--- src/hdl/xstb_pkg.sv ---
`default_nettype none
package xstb_pkg;

  localparam int STACK_DEPTH = 1024;
  localparam int STACK_AW = $clog2(STACK_DEPTH);
  localparam int STACK_DW = $clog2(STACK_DEPTH + 1);
  localparam int RECORD_BYTES = 16;
  localparam logic [31:0] ATTR_MARK = 32'h8000_0000;
  localparam int MAX_RESULTS = 4;
  localparam int RES_CW = $clog2(MAX_RESULTS + 1);
  localparam int FIFO_DEPTH = 8;
  localparam int FIFO_AW = $clog2(FIFO_DEPTH);
  localparam int FIFO_CW = $clog2(FIFO_DEPTH + 1);
  localparam logic [15:0] ARENA_START_RST = 16'd16;
  localparam logic [23:0] ARENA_RECORDS_RST = 24'd65536;

  typedef enum logic [3:0] {
    PH_CONTENT, PH_TEXT, PH_LT, PH_CLOSE, PH_SKIP, PH_NAME, PH_ATTRS,
    PH_ANAME, PH_AEQ, PH_AVALWS, PH_AVAL, PH_ABREAK, PH_SLASH
  } phase_t;

  typedef enum logic [2:0] {
    K_ELEM, K_ATTR, K_TEXT, K_FIRST_CHILD, K_NEXT_SIBLING, K_NEXT_ATTR, K_TERM, K_DONE
  } kind_t;

  typedef enum logic [1:0] {REC_NONE, REC_TEXT, REC_ELEM, REC_ATTR} rec_t;

  typedef enum logic {CFG_ARENA_START, CFG_ARENA_RECORDS} cfg_idx_t;

  typedef struct packed {
    kind_t       kind;
    logic [31:0] node;
    logic [31:0] a;
    logic [31:0] b;
    logic        last;
  } result_t;

  typedef struct packed {
    logic        link_en;
    logic [31:0] child;
    logic        push_en;
    logic [31:0] push_elem;
    logic        pop_en;
    logic        clr;
  } stk_cmd_t;

  typedef struct packed {
    logic [STACK_DW-1:0] depth;
    logic [31:0]         elem;
    logic [31:0]         last;
    logic                busy;
  } stk_stat_t;

  function automatic logic is_ws(input logic [7:0] c);
    return c == 8'h20 || c == 8'h09 || c == 8'h0A || c == 8'h0D;
  endfunction

  function automatic logic is_nstart(input logic [7:0] c);
    return (c >= "a" && c <= "z") || (c >= "A" && c <= "Z") || c == "_" || c == ":";
  endfunction

  function automatic logic is_nchar(input logic [7:0] c);
    return is_nstart(c) || (c >= "0" && c <= "9") || c == "-" || c == ".";
  endfunction

endpackage
`default_nettype wire

--- src/hdl/xstb_parse.sv ---
`default_nettype none
module xstb_parse (
  input  wire logic                                           clk,
  input  wire logic                                           rst_n,
  input  wire logic                                           step_en,
  input  wire logic [7:0]                                     data_byte,
  input  wire logic                                           end_of_input,
  input  wire logic [15:0]                                    arena_start,
  input  wire logic [23:0]                                    arena_records,
  input  wire xstb_pkg::stk_stat_t                            stk,
  output xstb_pkg::stk_cmd_t                                  stk_cmd,
  output xstb_pkg::result_t [xstb_pkg::MAX_RESULTS-1:0]       res,
  output logic [xstb_pkg::RES_CW-1:0]                         res_cnt
);

  xstb_pkg::phase_t ph_r;
  logic [31:0] pos_r;
  logic [31:0] next_off_r;
  logic [23:0] used_r;
  logic [31:0] otag_r;
  logic [31:0] prev_attr_r;
  logic [31:0] ts_r;
  logic [31:0] vs_r;
  logic [7:0]  qc_r;
  logic [31:0] root_r;
  logic        root_found_r;
  logic        ovf_r;

  xstb_pkg::phase_t ph_nxt;
  logic [31:0] ts_nxt;
  logic [31:0] vs_nxt;
  logic [7:0]  qc_nxt;
  logic        term_w;
  xstb_pkg::rec_t rec_w;
  logic        push_w;
  logic        pop_w;
  logic        ok;

  xstb_pkg::rec_t rec_k;
  logic        is_eoi;
  logic        rec_do;
  logic        link_v;
  logic [31:0] off;
  logic        root_set;
  logic [31:0] root_nxt;
  logic        found_nxt;
  logic        ovf_nxt;

  assign ok  = used_r < arena_records;
  assign off = next_off_r;

  // next state: walk the phases for one byte
  always_comb begin
    xstb_pkg::phase_t ph;
    logic fin;
    logic [xstb_pkg::STACK_DW-1:0] d;
    logic brk;
    ph = ph_r;
    fin = 1'b0;
    d = stk.depth;
    ts_nxt = ts_r;
    vs_nxt = vs_r;
    qc_nxt = qc_r;
    term_w = 1'b0;
    rec_w = xstb_pkg::REC_NONE;
    push_w = 1'b0;
    pop_w = 1'b0;
    for (int i = 0; i < 5; i++) begin
      brk = 1'b0;
      if (!fin) begin
        case (ph)
          xstb_pkg::PH_CONTENT: begin
            fin = 1'b1;
            if (xstb_pkg::is_ws(data_byte)) begin
            end else if (data_byte == "<") begin
              ph = xstb_pkg::PH_LT;
            end else if (d != '0) begin
              ts_nxt = pos_r;
              ph = xstb_pkg::PH_TEXT;
            end
          end
          xstb_pkg::PH_TEXT: begin
            fin = 1'b1;
            if (data_byte == "<") begin
              rec_w = xstb_pkg::REC_TEXT;
              term_w = 1'b1;
              ph = xstb_pkg::PH_LT;
            end
          end
          xstb_pkg::PH_LT: begin
            fin = 1'b1;
            if (data_byte == "/") begin
              ph = xstb_pkg::PH_CLOSE;
            end else if (data_byte == "?" || data_byte == "!") begin
              ph = xstb_pkg::PH_SKIP;
            end else if (xstb_pkg::is_nchar(data_byte)) begin
              ts_nxt = pos_r;
              ph = xstb_pkg::PH_NAME;
            end else begin
              ph = xstb_pkg::PH_CONTENT;
              fin = 1'b0;
            end
          end
          xstb_pkg::PH_CLOSE: begin
            fin = 1'b1;
            if (data_byte == ">") begin
              pop_w = d != '0;
              ph = xstb_pkg::PH_CONTENT;
            end
          end
          xstb_pkg::PH_SKIP: begin
            fin = 1'b1;
            if (data_byte == ">") begin
              ph = xstb_pkg::PH_CONTENT;
            end
          end
          xstb_pkg::PH_NAME: begin
            if (xstb_pkg::is_nchar(data_byte)) begin
              fin = 1'b1;
            end else begin
              rec_w = xstb_pkg::REC_ELEM;
              term_w = 1'b1;
              ph = ok ? xstb_pkg::PH_ATTRS : xstb_pkg::PH_CONTENT;
            end
          end
          xstb_pkg::PH_ATTRS: begin
            if (xstb_pkg::is_ws(data_byte)) begin
              fin = 1'b1;
            end else if (xstb_pkg::is_nstart(data_byte)) begin
              ts_nxt = pos_r;
              ph = xstb_pkg::PH_ANAME;
              fin = 1'b1;
            end else begin
              brk = 1'b1;
            end
          end
          xstb_pkg::PH_ANAME: begin
            if (xstb_pkg::is_nchar(data_byte)) begin
              fin = 1'b1;
            end else begin
              term_w = 1'b1;
              ph = xstb_pkg::PH_AEQ;
            end
          end
          xstb_pkg::PH_AEQ: begin
            if (xstb_pkg::is_ws(data_byte)) begin
              fin = 1'b1;
            end else if (data_byte == "=") begin
              ph = xstb_pkg::PH_AVALWS;
              fin = 1'b1;
            end else begin
              brk = 1'b1;
            end
          end
          xstb_pkg::PH_AVALWS: begin
            if (xstb_pkg::is_ws(data_byte)) begin
              fin = 1'b1;
            end else if (data_byte == 8'h22 || data_byte == 8'h27) begin
              qc_nxt = data_byte;
              vs_nxt = pos_r + 32'd1;
              ph = xstb_pkg::PH_AVAL;
              fin = 1'b1;
            end else begin
              brk = 1'b1;
            end
          end
          xstb_pkg::PH_AVAL: begin
            fin = 1'b1;
            if (data_byte == qc_nxt) begin
              rec_w = xstb_pkg::REC_ATTR;
              term_w = 1'b1;
              ph = ok ? xstb_pkg::PH_ATTRS : xstb_pkg::PH_ABREAK;
            end
          end
          xstb_pkg::PH_ABREAK: begin
            brk = 1'b1;
          end
          xstb_pkg::PH_SLASH: begin
            ph = xstb_pkg::PH_CONTENT;
            fin = data_byte == ">";
          end
          default: begin
            ph = xstb_pkg::PH_CONTENT;
          end
        endcase
        if (brk) begin
          if (data_byte == "/") begin
            ph = xstb_pkg::PH_SLASH;
            fin = 1'b1;
          end else begin
            push_w = 1'b1;
            if (d != xstb_pkg::STACK_DW'(xstb_pkg::STACK_DEPTH)) begin
              d = d + xstb_pkg::STACK_DW'(1);
            end
            ph = xstb_pkg::PH_CONTENT;
            fin = data_byte == ">";
          end
        end
      end
    end
    ph_nxt = ph;
  end

  // outputs: build results and stack commands
  always_comb begin
    xstb_pkg::result_t cand [xstb_pkg::MAX_RESULTS];
    logic [xstb_pkg::MAX_RESULTS-1:0] v;
    logic [xstb_pkg::RES_CW-1:0] n;
    logic [xstb_pkg::RES_CW-1:0] feed_n;
    logic feed_link;
    logic after_push;
    logic t_nz;
    logic [31:0] t_elem;
    logic [31:0] t_last;
    logic [31:0] ts_u;
    logic [31:0] vs_u;
    logic [31:0] endp;
    logic err;
    xstb_pkg::rec_t eoi_k;

    feed_link = rec_w == xstb_pkg::REC_ATTR || stk.depth != '0;
    feed_n = xstb_pkg::RES_CW'(term_w);
    if (rec_w != xstb_pkg::REC_NONE && ok) begin
      feed_n = feed_n + xstb_pkg::RES_CW'(1) + xstb_pkg::RES_CW'(feed_link);
    end
    eoi_k = xstb_pkg::REC_NONE;
    if (end_of_input) begin
      if (ph_nxt == xstb_pkg::PH_NAME) begin
        eoi_k = xstb_pkg::REC_ELEM;
      end else if (ph_nxt == xstb_pkg::PH_TEXT && feed_n <= xstb_pkg::RES_CW'(1)) begin
        eoi_k = xstb_pkg::REC_TEXT;
      end else if (ph_nxt == xstb_pkg::PH_AVAL) begin
        eoi_k = xstb_pkg::REC_ATTR;
      end
    end
    is_eoi = rec_w == xstb_pkg::REC_NONE;
    rec_k  = is_eoi ? eoi_k : rec_w;
    rec_do = rec_k != xstb_pkg::REC_NONE && ok;

    after_push = is_eoi && push_w &&
                 stk.depth != xstb_pkg::STACK_DW'(xstb_pkg::STACK_DEPTH);
    t_nz   = after_push || stk.depth != '0;
    t_elem = after_push ? otag_r : stk.elem;
    t_last = after_push ? 32'd0 : stk.last;
    ts_u   = is_eoi ? ts_nxt : ts_r;
    vs_u   = is_eoi ? vs_nxt : vs_r;
    endp   = is_eoi ? pos_r + 32'd1 : pos_r;

    cand[0] = '{kind: xstb_pkg::K_TERM, node: 32'd0, a: pos_r, b: 32'd0, last: 1'b0};
    cand[1] = '{kind: xstb_pkg::K_TEXT, node: off, a: ts_u, b: endp - ts_u, last: 1'b0};
    cand[2] = '{kind: xstb_pkg::K_FIRST_CHILD, node: t_elem, a: off, b: 32'd0, last: 1'b0};
    link_v = t_nz;
    case (rec_k)
      xstb_pkg::REC_ELEM: begin
        cand[1].kind = xstb_pkg::K_ELEM;
        cand[1].b = t_nz ? t_elem : 32'd0;
      end
      xstb_pkg::REC_ATTR: begin
        cand[1].kind = xstb_pkg::K_ATTR;
        cand[1].a = ts_u | xstb_pkg::ATTR_MARK;
        cand[1].b = vs_u;
        link_v = 1'b1;
      end
      default: begin
      end
    endcase
    if (rec_k == xstb_pkg::REC_ATTR) begin
      if (prev_attr_r == '0) begin
        cand[2].node = otag_r;
      end else begin
        cand[2].kind = xstb_pkg::K_NEXT_ATTR;
        cand[2].node = prev_attr_r;
      end
    end else if (t_last != '0) begin
      cand[2].kind = xstb_pkg::K_NEXT_SIBLING;
      cand[2].node = t_last;
    end

    root_set  = rec_do && rec_k == xstb_pkg::REC_ELEM && !t_nz && !root_found_r;
    root_nxt  = root_set ? off : root_r;
    found_nxt = root_found_r || root_set;
    ovf_nxt   = ovf_r || (rec_k != xstb_pkg::REC_NONE && !ok);
    err       = !found_nxt || root_nxt == '0 || ovf_nxt;
    cand[3] = '{kind: xstb_pkg::K_DONE, node: 32'd0, a: err ? 32'd0 : root_nxt,
                b: {31'd0, err}, last: 1'b0};

    v = {end_of_input, rec_do && link_v, rec_do, term_w};
    res = '0;
    n = '0;
    for (int k = 0; k < xstb_pkg::MAX_RESULTS; k++) begin
      if (v[k]) begin
        res[n[xstb_pkg::RES_CW-2:0]] = cand[k];
        n = n + xstb_pkg::RES_CW'(1);
      end
    end
    if (n != '0) begin
      res[n[xstb_pkg::RES_CW-2:0] - 1'b1].last = 1'b1;
    end
    res_cnt = step_en ? n : '0;

    stk_cmd.link_en   = step_en && rec_do && !is_eoi && rec_k != xstb_pkg::REC_ATTR &&
                        stk.depth != '0;
    stk_cmd.child     = off;
    stk_cmd.push_en   = step_en && push_w;
    stk_cmd.push_elem = (rec_do && rec_k == xstb_pkg::REC_ELEM) ? off : otag_r;
    stk_cmd.pop_en    = step_en && pop_w;
    stk_cmd.clr       = step_en && end_of_input;
  end

  always_ff @(posedge clk) begin
    if (!rst_n) begin
      ph_r         <= xstb_pkg::PH_CONTENT;
      pos_r        <= '0;
      next_off_r   <= {16'd0, xstb_pkg::ARENA_START_RST};
      used_r       <= '0;
      otag_r       <= '0;
      prev_attr_r  <= '0;
      ts_r         <= '0;
      vs_r         <= '0;
      qc_r         <= '0;
      root_r       <= '0;
      root_found_r <= 1'b0;
      ovf_r        <= 1'b0;
    end else if (step_en) begin
      if (end_of_input) begin
        ph_r         <= xstb_pkg::PH_CONTENT;
        pos_r        <= '0;
        next_off_r   <= {16'd0, arena_start};
        used_r       <= '0;
        otag_r       <= '0;
        prev_attr_r  <= '0;
        ts_r         <= '0;
        vs_r         <= '0;
        qc_r         <= '0;
        root_r       <= '0;
        root_found_r <= 1'b0;
        ovf_r        <= 1'b0;
      end else begin
        ph_r         <= ph_nxt;
        pos_r        <= pos_r + 32'd1;
        ts_r         <= ts_nxt;
        vs_r         <= vs_nxt;
        qc_r         <= qc_nxt;
        root_r       <= root_nxt;
        root_found_r <= found_nxt;
        ovf_r        <= ovf_nxt;
        if (rec_do) begin
          next_off_r <= next_off_r + 32'(xstb_pkg::RECORD_BYTES);
          used_r     <= used_r + 24'd1;
          if (rec_k == xstb_pkg::REC_ELEM) begin
            otag_r      <= off;
            prev_attr_r <= '0;
          end else if (rec_k == xstb_pkg::REC_ATTR) begin
            prev_attr_r <= off;
          end
        end
      end
    end
  end

endmodule
`default_nettype wire

--- config.mk ---
export PLATFORM = sky130hd
export DESIGN_NAME = xstb_parse
export DESIGN_NICKNAME = d
export VERILOG_FILES = /design/src/hdl/xstb_pkg.sv /design/src/hdl/xstb_parse.sv
export SDC_FILE = /design/constraint.sdc
export NUM_CORES = 2
export LEC_CHECK = 0
export BUFFER_PORTS_ARGS = -buffer_cell sky130_fd_sc_hd__clkbuf_2
export CAP_MARGIN = 20
export CORE_ASPECT_RATIO = 1.2
export CORE_MARGIN = 2
export CORE_UTILIZATION = 43
export DETAILED_ROUTE_END_ITERATION = 10
export PLACE_DENSITY = 0.72
export RECOVER_POWER = 25
export SLEW_MARGIN = 25
export SYNTH_ARGS = -nofsm -noshare
export SYNTH_HDL_FRONTEND = slang
export SYNTH_SLANG_ARGS = --single-unit
export TNS_END_PERCENT = 1
--- constraint.sdc ---
create_clock -name clk -period 8.4 [get_ports clk]
set_clock_uncertainty 0.2 [all_clocks]
set_input_delay 0.42 -clock clk [delete_from_list [all_inputs] [get_ports clk]]
set_output_delay 0.42 -clock clk [all_outputs]
set_load 0.02 [all_outputs]
==> results.tsv <==
metric	value	unit
r2r_slack	1.65	ns
ios	599	
synthCells	3257	
fin_setup_tns	-4.24	ns
outcome	finished with violations	
place.port_buffers	535	
drt-vias-per-instance	6.35	
power.leakage	13.6	nW
hold_class	input port to register	
die_h	263	um
yosysUniqueCellTypes	109	
grt_use_total	0.414	
fin_nets	4195	
register_area	0.00525	mm2
failed_checks	capacitance limit, slew limit, setup timing	
multi_input_area	0.0177	mm2
drc	0	
grt_start_max_net_pins	70	
post-route-period-util	1.05	
fillers	5222	
overflow	0	
synth-edff-count	0	
clock_power_share	0.400	
dp_cells	4598	
grt_pass1_vias	27900	
yosysSeqAreaShare	0.219	
gp_congestion	1.00	
p_sw_frac	0.333	
clock.fmax	113	MHz
powerDensity	115	mW/mm2
period_minus_slack	8.81	ns
numCtsBuffers	30	
max_cap_violations	6	
critPathCaptureType	output pin	
ir_drop	0.110	mV
drt_iter0_markers	3855	
drive_above_1_share	0.314	
worstSetupPathType	register to output pin	
cp-start-kind	register	
die_w	220	um
drtPass1Iterations	6	
clock_path_buffers	3	
start_util	0.436	
root_buffer	clkbuf_16	
required	7.78	ns
share_seq_of_total_power	0.346	
worstMarginPinSlew	2.84	ns
p_switching	0.00121	W
cp.arrival	8.19	ns
pwr-share-comb	0.254	
dieArea	0.0577	mm2
maxSlewHeadroom	-0.896	
p_int	0.00243	W
coreArea	0.0550	mm2
crit_fanout	6	
crit_path_max_incr_delay	0.34	ns
rsz0062_at_grt	yes	
h-tree-depth	1	
grt_first_pass_wirelength	181000	um
yosysWarnings	0	
crit_path_frequent_cell	buf_4	
clk_pin_slew_worst_paths	0.06	ns
area_delta_synth_final	31.7	%
synth_seq_cells	262	
clk_latency	0.62	ns
std_cell_rows	94	
final-hold-violation-count	0	
avgSynthCellArea	7.37	um2
cts_tree	done	
antenna_found_initial	10	
wl	125000	um
wl_per_cell	26.4	um
ys.flop_type	dfxtp_1	
setup_viol	18	
setup_ws	-0.413	ns
ant_nets	0	
syn-cell-area	0.0240	mm2
maxSlewViolCount	290	
vias	30100	
layout.cells.non_filler	4748	
clock-sinks	262	
postSynth.asyncResetShare	0	
dp_hpwl	92200	um
slowest_stage	dfxtp_2	
## worst max-delay path, delay by kind of cell, from the launching register on
family / cells / cell delay [ns]
muxes: 2 / 0.55
DFF: 1 / 0.34
AOI/OAI and AO/OA: 9 / 1.83
adders and majority gates: 1 / 0.13
buffers and inverters: 27 / 3.56
and+or+nand+nor: 7 / 1.18
## metal layers
layer / wire length (um) / track usage
met3: 14600 / 0.115
met5: 27 / 0
met4: 10800 / 0.291
met2: 54900 / 0.641
met1: 45300 / 0.492
## layout by cell type, fill, tap and decap left out, types with 17 or more instances in the layout
| master | netlist | routed |
|---|---|---|
| a21o_1 | 17 | 17 |
| xor2_1 | 40 | 39 |
| a211oi_1 | 24 | 21 |
| dfxtp_1 | 262 | 255 |
| nand2b_1 | 20 | 20 |
| a22o_1 | 95 | 95 |
| xnor2_1 | 104 | 102 |
| a221o_1 | 32 | 30 |
| o221ai_1 | 36 | 32 |
| clkbuf_16 | 0 | 30 |
| nor3_1 | 54 | 44 |
| conb_1 | 1 | 62 |
| inv_1 | 94 | 91 |
| o2111ai_1 | 26 | 26 |
| mux2_2 | 63 | 61 |
| o21ai_0 | 132 | 118 |
| nand2_1 | 244 | 237 |
| nor2b_1 | 171 | 171 |
| and3_1 | 53 | 51 |
| and2_1 | 43 | 36 |
| nor4_1 | 47 | 45 |
| or3_1 | 47 | 46 |
| a22oi_1 | 141 | 141 |
| a2bb2oi_1 | 36 | 36 |
| a21oi_1 | 131 | 113 |
| ha_1 | 69 | 60 |
| clkbuf_2 | 0 | 498 |
| buf_4 | 65 | 445 |
| nand4_1 | 34 | 34 |
| a211o_1 | 33 | 33 |
| mux2i_1 | 77 | 73 |
| nor2_1 | 396 | 390 |
| clkbuf_1 | 245 | 46 |
| nand3_1 | 116 | 113 |
## cell type report
type	count	share of cell area
clock inverters	11	0.00590
diodes	7	0.000554
multi-input cells	2596	0.561
well taps	720	0.0285
flip-flops and latches	262	0.166
inverters	95	0.0114
repair buffers	1012	0.199
clock buffers	45	0.0281
## kinds of logic (layout without fill, tap and decap cells)
family	count (synthesis)	after routing	synth area share
muxes	141	141	0.0626
xor gates and xnor gates	144	144	0.0525
other	1	69	0.000156
adders and majority gates	70	70	0.0368
buffers and inverters	460	1163	0.0865
DFF	262	262	0.219
and+or+nand+nor	1291	1291	0.270
AOI/OAI and AO/OA	888	888	0.273
## worst paths after layout
check / endpoint / start / depth (start not counted)
max: res[33] / ph_r[2]$_SDFFE_PN0P_ / 46
min: next_off_r[11]$_SDFFE_PN0P_ / arena_start[11] / 4
max reg2reg: root_r[17]$_SDFFE_PN0P_ / ph_r[2]$_SDFFE_PN0P_ / 32
min reg2reg: qc_r[0]$_SDFFE_PN0P_ / qc_r[0]$_SDFFE_PN0P_ / 2
## state kept, by name, indices dropped and copies added, names as in the netlist
signal / count
ovf_r: 1
ph_r: 4
root_r: 32
root_found_r: 1
ts_r: 32
pos_r: 32
vs_r: 32
otag_r: 32
next_off_r: 32
prev_attr_r: 32
qc_r: 8
used_r: 24
## stage by stage
step / setup WS [ns] / cell area [um2] / hold slack (ns) / total power, W / utilization
after global placement: -0.428 / 29200 / 0.280 / 0.00210 / 0.530
after CTS: -0.0818 / 31300 / 0.0192 / 0.00358 / 0.568
after floorplan: -0.117 / 24200 / 0.251 / 0.00178 / -
after detailed placement: -0.650 / 29200 / 0.288 / 0.00210 / 0.530
after global routing: -0.652 / 31600 / 0.0648 / 0.00373 / 0.574
final: -0.413 / 31600 / 0.0185 / 0.00365 / 0.574
## synthesized netlist by cell type, drive strengths merged, types with 32 or more instances
library cell	count	area, um2
nand4	35	225
o221ai	36	315
a2bb2oi	36	315
nor2	396	1490
a221o	32	320
buf	120	800
nor3	57	307
nand3	117	591
dfxtp	262	5250
inv	95	357
xnor2	104	911
o21ai	145	733
a22oi	143	1080
and3	53	332
mux2i	77	771
a22o	95	832
a211o	33	289
nand2	245	922
ha	69	863
or3	49	317
nor2b	171	1070
nor4	50	332
xor2	40	350
clkbuf	245	920
a21oi	132	672
mux2	63	709
and2	45	284
## power groups by stage
stage,combinational (W),clock (W),sequential (W)
2_1_floorplan,0.000493,0,0.00128
3_3_place_gp,0.000809,0,0.00129
3_5_place_dp,0.000813,0,0.00129
4_1_cts,0.000870,0.00145,0.00126
5_1_grt,0.000966,0.00150,0.00126
6_report,0.000926,0.00146,0.00126
## what timing repair did
item / CTS / global route
buffers inserted: 68 / 16
hold buffers: 6 / 0
resized for setup: 104 / 83
cloned: 0 / 1
pin swaps: 54 / 42
endpoints found under the setup margin: 26 / 188
endpoints found under the hold margin: 6 / 0
Note: power is estimated with default switching activity, not from simulation.
